$ cat config.mk
export PLATFORM = sky130hd
export DESIGN_NAME = graph_traversal_bfs_dfs
export DESIGN_NICKNAME = d
export VERILOG_FILES = /design/src/gtb_pkg.sv /design/src/gtb_ram.sv /design/src/gtb_ctrl.sv /design/src/gtb_dp.sv /design/src/graph_traversal_bfs_dfs.sv
export VERILOG_INCLUDE_DIRS = /design/src /design/src/src
export SDC_FILE = /design/constraint.sdc
export NUM_CORES = 1
export LEC_CHECK = 0
export BUFFER_PORTS_ARGS = -buffer_cell sky130_fd_sc_hd__buf_2
export CORE_ASPECT_RATIO = 0.75
export CORE_MARGIN = 5
export CORE_UTILIZATION = 50
export DETAILED_ROUTE_END_ITERATION = 8
export GPL_ROUTABILITY_DRIVEN = 0
export PLACE_DENSITY = 0.73
export SETUP_SLACK_MARGIN = 0.3
export SYNTH_ARGS = -nofsm -noshare
export SYNTH_HDL_FRONTEND = slang
export SYNTH_SLANG_ARGS = --single-unit
$ cat constraint.sdc
create_clock -name clk -period 5.9 [get_ports clk]
set_input_delay 0 -clock clk [delete_from_list [all_inputs] [get_ports clk]]
set_output_delay 0 -clock clk [all_outputs]
set_load 0.01 [all_outputs]
$ cat src/graph_traversal_bfs_dfs_assert.svh
// Assertion macros shared by the graph traversal block
`ifndef GRAPH_TRAVERSAL_BFS_DFS_ASSERT_SVH
`define GRAPH_TRAVERSAL_BFS_DFS_ASSERT_SVH
`ifndef SYNTHESIS
`define GTB_ASSERT_ALWAYS(lbl, cond) \
	lbl: assert property (@(posedge clk) disable iff (!arst_n) (cond)) \
		else $error("graph traversal invariant violated");
`define GTB_ASSERT_IMPL(lbl, ante, cons) \
	lbl: assert property (@(posedge clk) disable iff (!arst_n) (ante) |-> (cons)) \
		else $error("graph traversal implication violated");
`else
`define GTB_ASSERT_ALWAYS(lbl, cond)
`define GTB_ASSERT_IMPL(lbl, ante, cons)
`endif
`endif

$ cat src/gtb_pkg.sv
// Types and constants of the graph traversal block
`timescale 1ns / 1ps
package gtb_pkg;
	localparam int NODE_ID_W   = 4;
	localparam int ROW_IN_W    = 16;
	localparam int MAX_RESULTS = 16;
	localparam int CNT_W       = 5;
	localparam int PADDR_W     = 3;
	localparam int PDATA_W     = 32;

	localparam logic REQ_LOAD  = 1'b0;
	localparam logic REQ_START = 1'b1;

	localparam logic ORDER_BFS = 1'b0;
	localparam logic ORDER_DFS = 1'b1;

	// register index, taken from paddr above the byte offset
	localparam logic REG_TRAVERSAL_ORDER = 1'b0;

	typedef struct packed {
		logic                 req_type;
		logic [NODE_ID_W-1:0] node_id;
		logic [ROW_IN_W-1:0]  neighbor_bits;
	} gtb_in_t;

	typedef struct packed {
		logic [NODE_ID_W-1:0] visited_node;
		logic                 last_visit;
	} gtb_out_t;

	typedef struct packed {
		logic load;        // store an adjacency row
		logic start_bfs;   // seed queue with start node
		logic start_dfs;   // seed stack top, record start visit
		logic q_read;      // read queue head, advance head
		logic visit_q;     // record dequeued node, read its row
		logic enq;         // enqueue lowest unvisited neighbor
		logic adj_rd_top;  // read row of stack top node
		logic push;        // record neighbor, push it onto stack
		logic pop;         // drop stack top, read the entry below
		logic pop_load;    // reload stack top from memory
		logic flush;       // emit pending visit as final item
	} gtb_cmd_t;

	typedef struct packed {
		logic node_ok;
		logic req_start;
		logic q_empty;
		logic bfs_cand;
		logic dfs_cand;
		logic depth_one;
		logic emit_ok;
		logic out_free;
		logic cnt_last;
	} gtb_sts_t;
endpackage

$ cat src/gtb_ram.sv
// Generic single-write, single-read RAM with registered read data
`timescale 1ns / 1ps
module gtb_ram #(
	parameter int WIDTH = 8,
	parameter int DEPTH = 16,
	localparam int AW = (DEPTH > 1) ? $clog2(DEPTH) : 1
) (
	input  logic             clk,
	input  logic             we,
	input  logic [AW-1:0]    waddr,
	input  logic [WIDTH-1:0] wdata,
	input  logic             re,
	input  logic [AW-1:0]    raddr,
	output logic [WIDTH-1:0] rdata
);
	logic [WIDTH-1:0] mem_q [DEPTH];

	always_ff @(posedge clk) begin
		if (we) begin
			mem_q[waddr] <= wdata;
		end
	end

	always_ff @(posedge clk) begin
		if (re) begin
			rdata <= mem_q[raddr];
		end
	end
endmodule

$ cat src/gtb_ctrl.sv
// Sequencer of the graph traversal block
`timescale 1ns / 1ps
module gtb_ctrl import gtb_pkg::*; (
	input  logic     clk,
	input  logic     arst_n,
	input  logic     in_valid,
	input  logic     order,
	input  gtb_sts_t sts,
	output gtb_cmd_t cmd,
	output logic     idle
);
	localparam logic [2:0] S_IDLE    = 3'd0;
	localparam logic [2:0] S_B_POP   = 3'd1;
	localparam logic [2:0] S_B_VISIT = 3'd2;
	localparam logic [2:0] S_B_SCAN  = 3'd3;
	localparam logic [2:0] S_D_READ  = 3'd4;
	localparam logic [2:0] S_D_SCAN  = 3'd5;
	localparam logic [2:0] S_D_POP   = 3'd6;
	localparam logic [2:0] S_FLUSH   = 3'd7;

	logic [2:0] state_q;
	logic [2:0] state_nxt;

	always_comb begin
		cmd       = '0;
		state_nxt = state_q;
		unique case (state_q)
			S_IDLE: begin
				if (in_valid && sts.node_ok) begin
					if (sts.req_start == REQ_LOAD) begin
						cmd.load = 1'b1;
					end else if (order == ORDER_DFS) begin
						cmd.start_dfs = 1'b1;
						state_nxt     = S_D_READ;
					end else begin
						cmd.start_bfs = 1'b1;
						state_nxt     = S_B_POP;
					end
				end
			end
			S_B_POP: begin
				if (sts.q_empty) begin
					state_nxt = S_FLUSH;
				end else begin
					cmd.q_read = 1'b1;
					state_nxt  = S_B_VISIT;
				end
			end
			S_B_VISIT: begin
				// hold until the previous visit can move to the output register
				if (sts.emit_ok) begin
					cmd.visit_q = 1'b1;
					state_nxt   = sts.cnt_last ? S_FLUSH : S_B_SCAN;
				end
			end
			S_B_SCAN: begin
				if (sts.bfs_cand) begin
					cmd.enq = 1'b1;
				end else begin
					state_nxt = S_B_POP;
				end
			end
			S_D_READ: begin
				cmd.adj_rd_top = 1'b1;
				state_nxt      = S_D_SCAN;
			end
			S_D_SCAN: begin
				if (sts.dfs_cand) begin
					if (sts.emit_ok) begin
						cmd.push  = 1'b1;
						state_nxt = sts.cnt_last ? S_FLUSH : S_D_READ;
					end
				end else begin
					cmd.pop   = 1'b1;
					state_nxt = sts.depth_one ? S_FLUSH : S_D_POP;
				end
			end
			S_D_POP: begin
				cmd.pop_load = 1'b1;
				state_nxt    = S_D_READ;
			end
			S_FLUSH: begin
				if (sts.out_free) begin
					cmd.flush = 1'b1;
					state_nxt = S_IDLE;
				end
			end
			default: begin
				state_nxt = S_IDLE;
			end
		endcase
	end

	always_ff @(posedge clk or negedge arst_n) begin
		if (!arst_n) begin
			state_q <= S_IDLE;
		end else begin
			state_q <= state_nxt;
		end
	end

	assign idle = (state_q == S_IDLE);
endmodule

$ cat src/gtb_dp.sv
// Datapath of the graph traversal block: rows, queue, stack, marks, output register
`timescale 1ns / 1ps
`include "graph_traversal_bfs_dfs_assert.svh"
module gtb_dp import gtb_pkg::*; #(
	parameter int NODE_COUNT = 16
) (
	input  logic     clk,
	input  logic     arst_n,
	input  gtb_in_t  in_data,
	input  gtb_cmd_t cmd,
	output gtb_sts_t sts,
	output logic     out_valid,
	input  logic     out_stall,
	output gtb_out_t out_data
);
	localparam int NW = $clog2(NODE_COUNT);
	localparam int PW = NW + 1;
	localparam int SW = NW + PW;

	logic [NODE_COUNT-1:0] adj_vld_q;
	logic                  adj_hit_q;
	logic                  adj_re;
	logic [NW-1:0]         adj_raddr;
	logic [NODE_COUNT-1:0] adj_rdata;
	logic [NODE_COUNT-1:0] row;

	logic [NW-1:0]         q_rdata;
	logic                  q_we;
	logic [NW-1:0]         q_waddr;
	logic [NW-1:0]         q_wdata;

	logic [SW-1:0]         stk_rdata;
	logic                  stk_re;
	logic [PW-1:0]         depth_m1;
	logic [PW-1:0]         depth_m2;

	logic [PW-1:0]         head_q;
	logic [PW-1:0]         tail_q;
	logic [PW-1:0]         depth_q;
	logic [NW-1:0]         tnode_q;
	logic [PW-1:0]         tres_q;
	logic [NODE_COUNT-1:0] visited_q;
	logic [CNT_W-1:0]      count_q;
	logic [NW-1:0]         pend_q;
	logic                  pend_vld_q;
	logic                  out_vld_q;
	gtb_out_t              out_q;

	logic [NW-1:0]         start_node;
	logic [NODE_COUNT-1:0] res_mask;
	logic [NODE_COUNT-1:0] cand_b;
	logic [NODE_COUNT-1:0] cand_d;
	logic [NW-1:0]         low_b;
	logic [NW-1:0]         low_d;
	logic                  visit;
	logic [NW-1:0]         visit_node;
	logic                  emit;
	logic                  out_free;

	function automatic logic [NW-1:0] lowest(input logic [NODE_COUNT-1:0] v);
		logic [NW-1:0] r;
		r = '0;
		for (int b = NODE_COUNT - 1; b >= 0; b--) begin
			if (v[b]) begin
				r = NW'(b);
			end
		end
		return r;
	endfunction

	assign start_node = NW'(in_data.node_id);

	// adjacency rows; an entry never loaded reads as no edges
	gtb_ram #(.WIDTH(NODE_COUNT), .DEPTH(NODE_COUNT)) u_adj (
		.clk  (clk),
		.we   (cmd.load),
		.waddr(start_node),
		.wdata(NODE_COUNT'(in_data.neighbor_bits)),
		.re   (adj_re),
		.raddr(adj_raddr),
		.rdata(adj_rdata)
	);

	assign adj_re    = cmd.visit_q | cmd.adj_rd_top;
	assign adj_raddr = cmd.visit_q ? q_rdata : tnode_q;
	assign row       = adj_hit_q ? adj_rdata : '0;

	gtb_ram #(.WIDTH(NW), .DEPTH(NODE_COUNT)) u_queue (
		.clk  (clk),
		.we   (q_we),
		.waddr(q_waddr),
		.wdata(q_wdata),
		.re   (cmd.q_read),
		.raddr(head_q[NW-1:0]),
		.rdata(q_rdata)
	);

	assign q_we    = cmd.start_bfs | cmd.enq;
	assign q_waddr = cmd.start_bfs ? '0 : tail_q[NW-1:0];
	assign q_wdata = cmd.start_bfs ? start_node : low_b;

	// entries below the top; the top node and resume index live in tnode_q/tres_q
	assign depth_m1 = depth_q - PW'(1);
	assign depth_m2 = depth_q - PW'(2);
	assign stk_re   = cmd.pop & (depth_q > PW'(1));

	gtb_ram #(.WIDTH(SW), .DEPTH(NODE_COUNT)) u_stack (
		.clk  (clk),
		.we   (cmd.push),
		.waddr(depth_m1[NW-1:0]),
		.wdata({tnode_q, PW'(low_d) + PW'(1)}),
		.re   (stk_re),
		.raddr(depth_m2[NW-1:0]),
		.rdata(stk_rdata)
	);

	always_comb begin
		for (int b = 0; b < NODE_COUNT; b++) begin
			res_mask[b] = (PW'(b) >= tres_q);
		end
	end

	assign cand_b = row & ~visited_q;
	assign cand_d = row & ~visited_q & res_mask;
	assign low_b  = lowest(cand_b);
	assign low_d  = lowest(cand_d);

	assign visit      = cmd.visit_q | cmd.push | cmd.start_dfs;
	assign visit_node = cmd.visit_q ? q_rdata : (cmd.push ? low_d : start_node);
	assign emit       = (visit & pend_vld_q) | cmd.flush;
	assign out_free   = ~out_vld_q | ~out_stall;

	always_comb begin
		sts           = '0;
		sts.node_ok   = (32'(in_data.node_id) < NODE_COUNT);
		sts.req_start = in_data.req_type;
		sts.q_empty   = (head_q == tail_q);
		sts.bfs_cand  = (|cand_b) & (tail_q < PW'(NODE_COUNT));
		sts.dfs_cand  = (|cand_d) & (depth_q < PW'(NODE_COUNT));
		sts.depth_one = (depth_q == PW'(1));
		sts.emit_ok   = ~pend_vld_q | out_free;
		sts.out_free  = out_free;
		sts.cnt_last  = (count_q == CNT_W'(MAX_RESULTS - 1));
	end

	always_ff @(posedge clk or negedge arst_n) begin
		if (!arst_n) begin
			adj_vld_q  <= '0;
			head_q     <= '0;
			tail_q     <= '0;
			depth_q    <= '0;
			visited_q  <= '0;
			count_q    <= '0;
			pend_vld_q <= 1'b0;
			out_vld_q  <= 1'b0;
		end else begin
			if (cmd.load) begin
				adj_vld_q[start_node] <= 1'b1;
			end
			if (cmd.start_bfs) begin
				head_q     <= '0;
				tail_q     <= PW'(1);
				count_q    <= '0;
				pend_vld_q <= 1'b0;
				visited_q  <= NODE_COUNT'(1) << start_node;
			end else if (cmd.start_dfs) begin
				depth_q   <= PW'(1);
				visited_q <= NODE_COUNT'(1) << start_node;
			end
			if (cmd.q_read) begin
				head_q <= head_q + PW'(1);
			end
			if (cmd.enq) begin
				tail_q             <= tail_q + PW'(1);
				visited_q[low_b]   <= 1'b1;
			end
			if (cmd.push) begin
				depth_q          <= depth_q + PW'(1);
				visited_q[low_d] <= 1'b1;
			end
			if (cmd.pop) begin
				depth_q <= depth_m1;
			end
			if (visit) begin
				pend_vld_q <= 1'b1;
				count_q    <= cmd.start_dfs ? CNT_W'(1) : count_q + CNT_W'(1);
			end
			if (cmd.flush) begin
				pend_vld_q <= 1'b0;
			end
			if (emit) begin
				out_vld_q <= 1'b1;
			end else if (!out_stall) begin
				out_vld_q <= 1'b0;
			end
		end
	end

	always_ff @(posedge clk) begin
		if (adj_re) begin
			adj_hit_q <= adj_vld_q[adj_raddr];
		end
		if (cmd.start_dfs || cmd.push) begin
			tnode_q <= visit_node;
			tres_q  <= '0;
		end else if (cmd.pop_load) begin
			{tnode_q, tres_q} <= stk_rdata;
		end
		if (visit) begin
			pend_q <= visit_node;
		end
		if (emit) begin
			out_q.visited_node <= NODE_ID_W'(pend_q);
			out_q.last_visit   <= cmd.flush;
		end
	end

	assign out_valid = out_vld_q;
	assign out_data  = out_q;

	`GTB_ASSERT_ALWAYS(a_head_le_tail, head_q <= tail_q)
	`GTB_ASSERT_ALWAYS(a_depth_bound, depth_q <= PW'(NODE_COUNT))
	`GTB_ASSERT_ALWAYS(a_count_bound, count_q <= CNT_W'(MAX_RESULTS))
	`GTB_ASSERT_IMPL(a_emit_room, emit, out_free)
endmodule

$ cat src/graph_traversal_bfs_dfs.sv
// Breadth-first / depth-first traversal over a stored adjacency matrix: top level
// A load item stores one row. A start item walks one step per cycle in the sequencer while
// the output has room: breadth-first per dequeued node and queued neighbor, depth-first per
// visit and backtrack, then a flush. The first result leaves when the second visit is found.
// Input is stalled for the whole walk; an adjacency row is read per visited node, and in
// depth-first per backtrack. Reset clears all rows to no edges, the marks and the order register.
`timescale 1ns / 1ps
module graph_traversal_bfs_dfs import gtb_pkg::*; #(
	parameter int NODE_COUNT = 16
) (
	input  logic               clk,
	input  logic               arst_n,
	input  logic               in_valid,
	output logic               in_stall,
	input  gtb_in_t            in_data,
	output logic               out_valid,
	input  logic               out_stall,
	output gtb_out_t           out_data,
	input  logic               psel,
	input  logic               penable,
	input  logic               pwrite,
	input  logic [PADDR_W-1:0] paddr,
	input  logic [PDATA_W-1:0] pwdata,
	output logic [PDATA_W-1:0] prdata,
	output logic               pready
);
	gtb_cmd_t cmd;
	gtb_sts_t sts;
	logic     idle;
	logic     order_q;
	logic     reg_sel;

	assign pready  = 1'b1;
	assign reg_sel = (paddr[PADDR_W-1:2] == REG_TRAVERSAL_ORDER);
	assign prdata  = reg_sel ? {{(PDATA_W-1){1'b0}}, order_q} : '0;

	always_ff @(posedge clk or negedge arst_n) begin
		if (!arst_n) begin
			order_q <= ORDER_BFS;
		end else if (psel && penable && pwrite && pready && reg_sel) begin
			order_q <= pwdata[0];
		end
	end

	assign in_stall = ~idle;

	gtb_ctrl u_ctrl (
		.clk     (clk),
		.arst_n  (arst_n),
		.in_valid(in_valid),
		.order   (order_q),
		.sts     (sts),
		.cmd     (cmd),
		.idle    (idle)
	);

	gtb_dp #(.NODE_COUNT(NODE_COUNT)) u_dp (
		.clk      (clk),
		.arst_n   (arst_n),
		.in_data  (in_data),
		.cmd      (cmd),
		.sts      (sts),
		.out_valid(out_valid),
		.out_stall(out_stall),
		.out_data (out_data)
	);
endmodule

==> results.cfg, run 1 <==
[outcome]
status = complete, no violations

[layout]
area_growth_syn_to_layout_pct = 11.7
antenna_cells = 0
nets = 1713
drive_gt1_share_pct = 16.0
utilization_pct = 56.8
regArea_sq_um = 16800
design_area_sq_um = 27000
multi_input_area_sq_um = 6980
fillers = 3593

[clock_tree]
cts_setup_buffers = 0
worstSkewPairLatency_ps = 610
clock_tree.buffer_depth = 3
root_buffer = clkbuf_16
h-tree-depth = 2
ctsHoldBuffers = 26
cts_tree = built
path_clk_slew_ps = 60
cts.sinks = 570
post_cts_resized = 0
cts_made_buffers = 54

[placement]
place_area_sq_um = 25100
hpwl_microns = 35200
dp_slack_ps = 1780
port_buffers = 37

[route]
viasPerCell = 6.02
drt_iter0_drc = 1654
wire_per_inst_microns = 23.4
drc = 0
ant_nets = 0
dr_total_vias = 13940
routed_wl_microns = 54300
dr.pass1.iters = 6

[global_routing]
grt_max_degree = 59
grt_pass1_wl_microns = 82700
grt_usage_pct = 20.1
antenna_found_initial = 1
grt_pass1_vias = 13590
overflow = 0

[setup_path]
crit_type = flip-flop to flip-flop
crit_arrival_ps = 4550
critPathMaxFanout = 38
slowest_delay_ps = 1070
cp-end-kind = flip-flop
startpoint = u_dp.adj_hit_q$_DFFE_PP_
cp_top_family = flip-flops
path_cells = and3b_1 > and2_1 > o21ai_0 > a2111oi_0 > o211ai_1 > buf_4 > inv_1 > ha_1 > xor2_1
r2r-start = u_dp.adj_hit_q$_DFFE_PP_
required_ps = 6120
start_kind = flip-flop
cp.buffers_inverters = 2
crit_slowest_cell = edfxtp_1

[job]
maxCapViolations = 0

[timing]
setup_tns_ps = 0
worst_pin_slew_ps = 1240
fmax_mhz = 231
rsz0062_at_grt = false
slew_violations = 0
setup_viol = 0
finalWorstSetupSlack_ps = 1560
maxSlewHeadroom_pct = 17.1
hold_viol_final = 0
skew_ps = 30.3
fin_crit_ps = 4340
period_share_pct = 73.5

[die]
dieArea_sq_um = 52900
num_rows = 69
core_sq_um = 47600
die_x_microns = 264
start_util_pct = 50.8
fp.dieH_microns = 200
io_pins = 103

[synth]
synth_top_flop_cell = edfxtp_1
ys_seq_area_share_pct = 69.4
async_reset_ff_share_pct = 10.2
synth_seq_cells = 570
ys_types = 71
synth_warnings = 0
syn_area_sq_um = 24200
synth-edff-count = 507
syn_area_per_cell_sq_um = 15.6
syn-instance-count = 1553

[power_and_ir_drop]
p_total_mw = 14.5
p_per_area_nw_per_um2 = 537
ir_worst_vdd_mv = 0.355
power_leakage_nw = 9.47

[hold_path]
min_path_type = input pin to async pin
[state kept, by name, indices dropped and copies added (netlist names), 3 cells and up]
name                cells
u_dp.u_queue.rdata      4
u_dp.visited_q         16
u_dp.u_stack.mem_q    144
u_dp.count_q            5
u_dp.pend_q             4
u_dp.tnode_q            4
u_dp.u_stack.rdata      9
u_dp.out_data           5
u_dp.u_queue.mem_q     64
u_dp.u_adj.mem_q      256
u_dp.depth_q            5
u_dp.adj_vld_q         16
u_dp.tres_q             5
u_dp.head_q             5
u_dp.u_adj.rdata       16
u_dp.tail_q             5
u_ctrl.state_q          3
[placed cells by master (no fill, tap or decap), types with 5 or more instances in the layout]
cell / Yosys / layout
a211oi_1: 8 / 8
a21o_1: 5 / 5
a21oi_1: 42 / 41
a31oi_1: 13 / 9
and2_1: 21 / 21
and3_1: 7 / 7
buf_2: 10 / 37
buf_4: 48 / 35
clkbuf_1: 36 / 17
clkbuf_16: 0 / 55
clkbuf_8: 0 / 5
clkinv_1: 0 / 11
clkinv_2: 0 / 6
conb_1: 2 / 32
dfrtp_1: 58 / 57
dfxtp_1: 5 / 5
dlygate4sd3_1: 0 / 26
edfxtp_1: 507 / 507
ha_1: 17 / 17
inv_1: 19 / 19
mux2_2: 5 / 5
mux2i_1: 146 / 144
mux4_2: 65 / 65
nand2_1: 79 / 79
nand2b_1: 28 / 28
nand3_1: 38 / 38
nand3b_1: 6 / 6
nand4_1: 6 / 6
nor2_1: 93 / 77
nor2_2: 1 / 17
nor2b_1: 23 / 23
nor3_1: 32 / 32
nor3b_1: 5 / 5
nor4_1: 6 / 6
o211ai_1: 13 / 13
o21ai_0: 33 / 33
o221ai_1: 11 / 11
o22ai_1: 66 / 66
or2_2: 19 / 19
xor2_1: 6 / 6
[cells by family (layout without fill, tap and decap cells)]
group	after synthesis	count (layout)	synth area share (%)
AO/OA/AOI/OAI	241	241	6.68
XOR/XNOR	9	9	0.326
adder cells (fa/ha/maj)	17	17	0.879
buffers and inverters	124	219	2.72
flip-flops	570	570	69.4
multiplexers	217	217	12.4
other	2	32	0.0310
AND/OR/NAND/NOR	373	373	7.64
[path summary, 6_finish.rpt]
check / endpoint / slack, ps / cells after the start
max: u_dp.u_stack.mem_q[11][2]$_DFFE_PP_ / 1560 / 9
min: order_q$_DFFE_PN0P_ / 140 / 3
max reg2reg: u_dp.u_stack.mem_q[11][2]$_DFFE_PP_ / 1560 / 9
min reg2reg: u_dp.out_data[2]$_DFFE_PP_ / 420 / 0
max in group asynchronous: u_dp.depth_q[0]$_DFFE_PN0P_ / 5170 / 3
min in group clk: prdata[0] / 250 / 3
[final cells by class]
| type | instances | share of cell area, % |
|---|---|---|
| Clock buffer | 77 | 5.58 |
| Clock inverter | 24 | 0.685 |
| Inverter | 20 | 0.278 |
| Multi-Input combinational cell | 889 | 25.8 |
| Sequential cell | 570 | 62.1 |
| Tap cell | 639 | 2.96 |
| Timing Repair Buffer | 98 | 2.62 |
[synth_stat cells (all sizes together), types with 7 or more instances]
library cell	instances	share of area (%)
edfxtp	507	63
mux2i	146	6.0
nor2	94	1.5
nand2	79	1.2
buf	68	1.9
o22ai	66	1.7
mux4	65	6.1
dfrtp	58	6.0
a21oi	42	0.87
nand3	38	0.79
o21ai	37	0.78
clkbuf	36	0.56
nor3	32	0.66
nand2b	28	0.72
nor2b	23	0.59
and2	21	0.54
inv	20	0.31
or2	19	0.49
ha	17	0.88
a31oi	13	0.34
o211ai	13	0.40
o221ai	11	0.40
a211oi	8	0.25
and3	7	0.18
[metrics by stage]
step           instances  hold WS (ps)
6_report            2317           136
5_1_grt             2317           235
4_1_cts             2317           148
3_5_place_dp        2190           243
3_3_place_gp        2190           231
2_1_floorplan       1583          -296
[report_power, final]
group	leakage (nW)	switching (mW)	internal, mW
combinational	3.27	3.19	1.91
sequential	5.38	0.549	5.55
clock	0.825	1.45	1.87
[worst min-delay path: cells and delay by family]
family                 cells  cell delay (ps)
buffers and inverters      3             1240
[metal layers]
layer / GRT usage, % / wire length (microns) / up-vias
met5: 0 / 17 / -
met4: 4.78 / 1090 / 2
met3: 4.35 / 4810 / 90
met2: 31.0 / 25100 / 616
li1: - / - / 6186
met1: 29.9 / 23300 / 7046
Note: power is estimated with default switching activity, not from simulation.
==> inputs of run 2 (changes only) <==
--- a/config.mk
+++ b/config.mk
@@ -6,6 +6,7 @@
 export SDC_FILE = /design/constraint.sdc
 export NUM_CORES = 1
 export LEC_CHECK = 0
+export ABC_AREA = 1
 export BUFFER_PORTS_ARGS = -buffer_cell sky130_fd_sc_hd__buf_2
 export CORE_ASPECT_RATIO = 0.75
 export CORE_MARGIN = 5
==> constraint.sdc (replaced) <==
create_clock -name clk -period 4.15 [get_ports clk]
set_input_delay 0 -clock clk [delete_from_list [all_inputs] [get_ports clk]]
set_output_delay 0 -clock clk [all_outputs]
set_load 0.01 [all_outputs]
==> run 2 against run 1 <==
First-iteration DRC count increased by 6.2%. Clock power grew 45%. Area after synthesis grew 1.3%. Die area grew 1.2%. Combinational power rose by 62%. Highest routed layer unchanged. Synthesized cell count rose by 31%. Via count up 17%. Largest cell class unchanged. Fmax increased by 20%.
==> results.cfg, run 2 <==
[synth]
syn-instance-count = 2037
yosysMostFrequentCell = edfxtp_1
synth_warnings = 0
async_reset_ff_share_pct = 10.2
synth_area_leaders = edfxtp_1, dfrtp_1, o21ai_0
ys_types = 53
syn_area_sq_um = 24500
synth-edff-count = 507
yosysTopAreaCellShare_pct = 62.1
synth_largest_area_cell = edfxtp_1
ys_seq_area_share_pct = 68.5
syn_area_per_cell_sq_um = 12.0
synth_top_flop_cell = edfxtp_1
ys_top_cells_by_count = edfxtp_1, nor2_1, o21ai_0
synth_seq_cells = 570

[die]
num_rows = 70
io_pins = 103
fp.dieH_microns = 202
dieArea_sq_um = 53600
start_util_pct = 50.4
die_x_microns = 266
core_sq_um = 48600

[hold_path]
min_path_cells = 4
min_path_type = input pin to flip-flop

[clock_tree]
clock_tree.buffer_depth = 3
h-tree-depth = 2
cts_tree = built
cts_made_buffers = 54
worstSkewPairLatency_ps = 610
cts.sinks = 570
path_clk_slew_ps = 60
root_buffer = clkbuf_16

[timing]
skew_ps = 30.5
worst_pin_slew_ps = 1060
holdWs_ps = 80.5
maxSlewHeadroom_pct = 29.6
rsz0062_at_grt = false
fin_crit_ps = 3620
slew_violations = 0
setup_viol = 0
setup_tns_ps = 0
fmax_mhz = 276
period_share_pct = 87.2
hold_viol_final = 0

[placement]
place_area_sq_um = 25500
dpl.cell_count = 2678
hpwl_microns = 35700
port_buffers = 37

[global_routing]
grt_pass1_wl_microns = 89800
antenna_found_initial = 4
overflow = 0
grt_pass1_vias = 15816
grt_usage_pct = 21.2
grt_max_degree = 100

[layout]
utilization_pct = 56.7
nets = 2197
layout_commonest_cell = edfxtp_1
fillers = 3929
top_regs = u_dp.u_adj.mem_q (256), u_dp.u_stack.mem_q (144), u_dp.u_queue.mem_q (64)
regArea_sq_um = 16800
drive_gt1_share_pct = 11.8
design_area_sq_um = 27600
layout_common_cells = edfxtp_1, nor2_1, o21ai_0, nand2_1, a21oi_1
largest_register_ffs = 256
multi_input_area_sq_um = 6650
area_growth_syn_to_layout_pct = 12.5
top_register = u_dp.u_adj.mem_q
final_cells = 2812

[power_and_ir_drop]
internal-power_mw = 13.0
power_switching_mw = 8.52
switching_share_pct = 39.6
p_per_area_nw_per_um2 = 781
p_seq_share_pct = 39.3
ir_worst_vdd_mv = 0.609
power_leakage_nw = 9.75
p_comb_share_pct = 38.4
clkPwrFrac_pct = 22.3

[setup_path]
cp-end-kind = flip-flop
reg2regPathDepth = 12
required_ps = 4380
crit_type = flip-flop to flip-flop
crit_arrival_ps = 3850
start_kind = flip-flop
critPathMaxFanout = 13

[outcome]
status = complete, no violations

[route]
drc = 0
viasPerCell = 5.81
wire_per_inst_microns = 20.8
routed_wl_microns = 58500
ant_nets = 0
dr.pass1.iters = 5
drt_iter0_drc = 1756
dr_total_vias = 16335

[job]
maxCapViolations = 0
-- run 2: cell families (layout without fill, tap and decap cells) --
kind of cell               Yosys count  count (layout)  synth area share (%)
xor gates and xnor gates            13              13                 0.465
AOI/OAI and AO/OA                  580             580                  14.1
and+or+nand+nor                    525             525                  8.96
muxes                               48              48                  1.96
adders and majority gates           17              17                 0.868
buffers and inverters              282             377                  5.13
other                                2              34                0.0307
DFF                                570             570                  68.5
-- run 2: final timing paths --
path	endpoint	from	slack, ps
max	u_dp.u_stack.mem_q[0][6]$_DFFE_PP_	u_dp.adj_hit_q$_DFFE_PP_	530
min	u_dp.adj_vld_q[13]$_DFFE_PN0P_	in_valid	80
max reg2reg	u_dp.u_stack.mem_q[0][6]$_DFFE_PP_	u_dp.adj_hit_q$_DFFE_PP_	530
min reg2reg	u_dp.out_data[4]$_DFFE_PP_	u_dp.pend_q[3]$_DFFE_PP_	430
max in group asynchronous	u_dp.head_q[0]$_DFFE_PN0P_	arst_n	3460
min in group asynchronous	u_dp.count_q[1]$_DFFE_PN0P_	arst_n	100
-- run 2: area by class of cell --
cell class	instances	area share, %
sequential	570	60.9
inverter	143	1.96
antenna	2	0.0182
clock inverter	37	1.18
clock buffer	64	5.11
timing repair buffer	133	3.80
multi-input combinational	1215	24.1
tap	648	2.94
-- run 2: per-stage QoR --
| step | worst slack (ps) | total power [mW] |
|---|---|---|
| global route | 328 | 22.7 |
| finish | 530 | 21.5 |
| floorplan | 1220 | 13.8 |
| detailed placement | 652 | 16.7 |
| CTS | 639 | 21.5 |
| global placement | 742 | 16.4 |
-- run 2: power by group through the flow --
stage / clock network (mW) / registers (mW) / logic, mW
final: 4.80 / 8.46 / 8.27
after global routing: 5.12 / 8.52 / 9.09
after CTS: 4.87 / 8.45 / 8.19
after detailed placement: 0 / 8.56 / 8.10
after global placement: 0 / 8.54 / 7.82
after floorplan: 0 / 8.26 / 5.57
-- run 2: critical path: stages, from the launching register on --
cell      delay [ps]
edfxtp_1         650
inv_2            120
nor3_2           150
inv_1             70
nor3_1           230
a31oi_1          110
nand2_2          140
nor2_2            80
a21oi_4          220
nand2_2          210
inv_1            350
nand2_1          190
nor2_1           710
-- run 2: timing repair --
item / CTS / global route
hold buffers: 31 / 0
hold endpoints to repair: 332 / 0
setup endpoints to repair: 0 / 0
buffers inserted: 0 / 0
resized for setup: 0 / 0
-- run 2: metal layers --
metal	wire, microns	track usage [%]	share of wire (%)	vias up
met5	8	0	0.014	-
met3	5550	5.11	9.5	92
met2	26800	32.8	46	732
li1	-	-	-	7541
met1	24900	30.8	43	7968
met4	1200	5.05	2.1	2
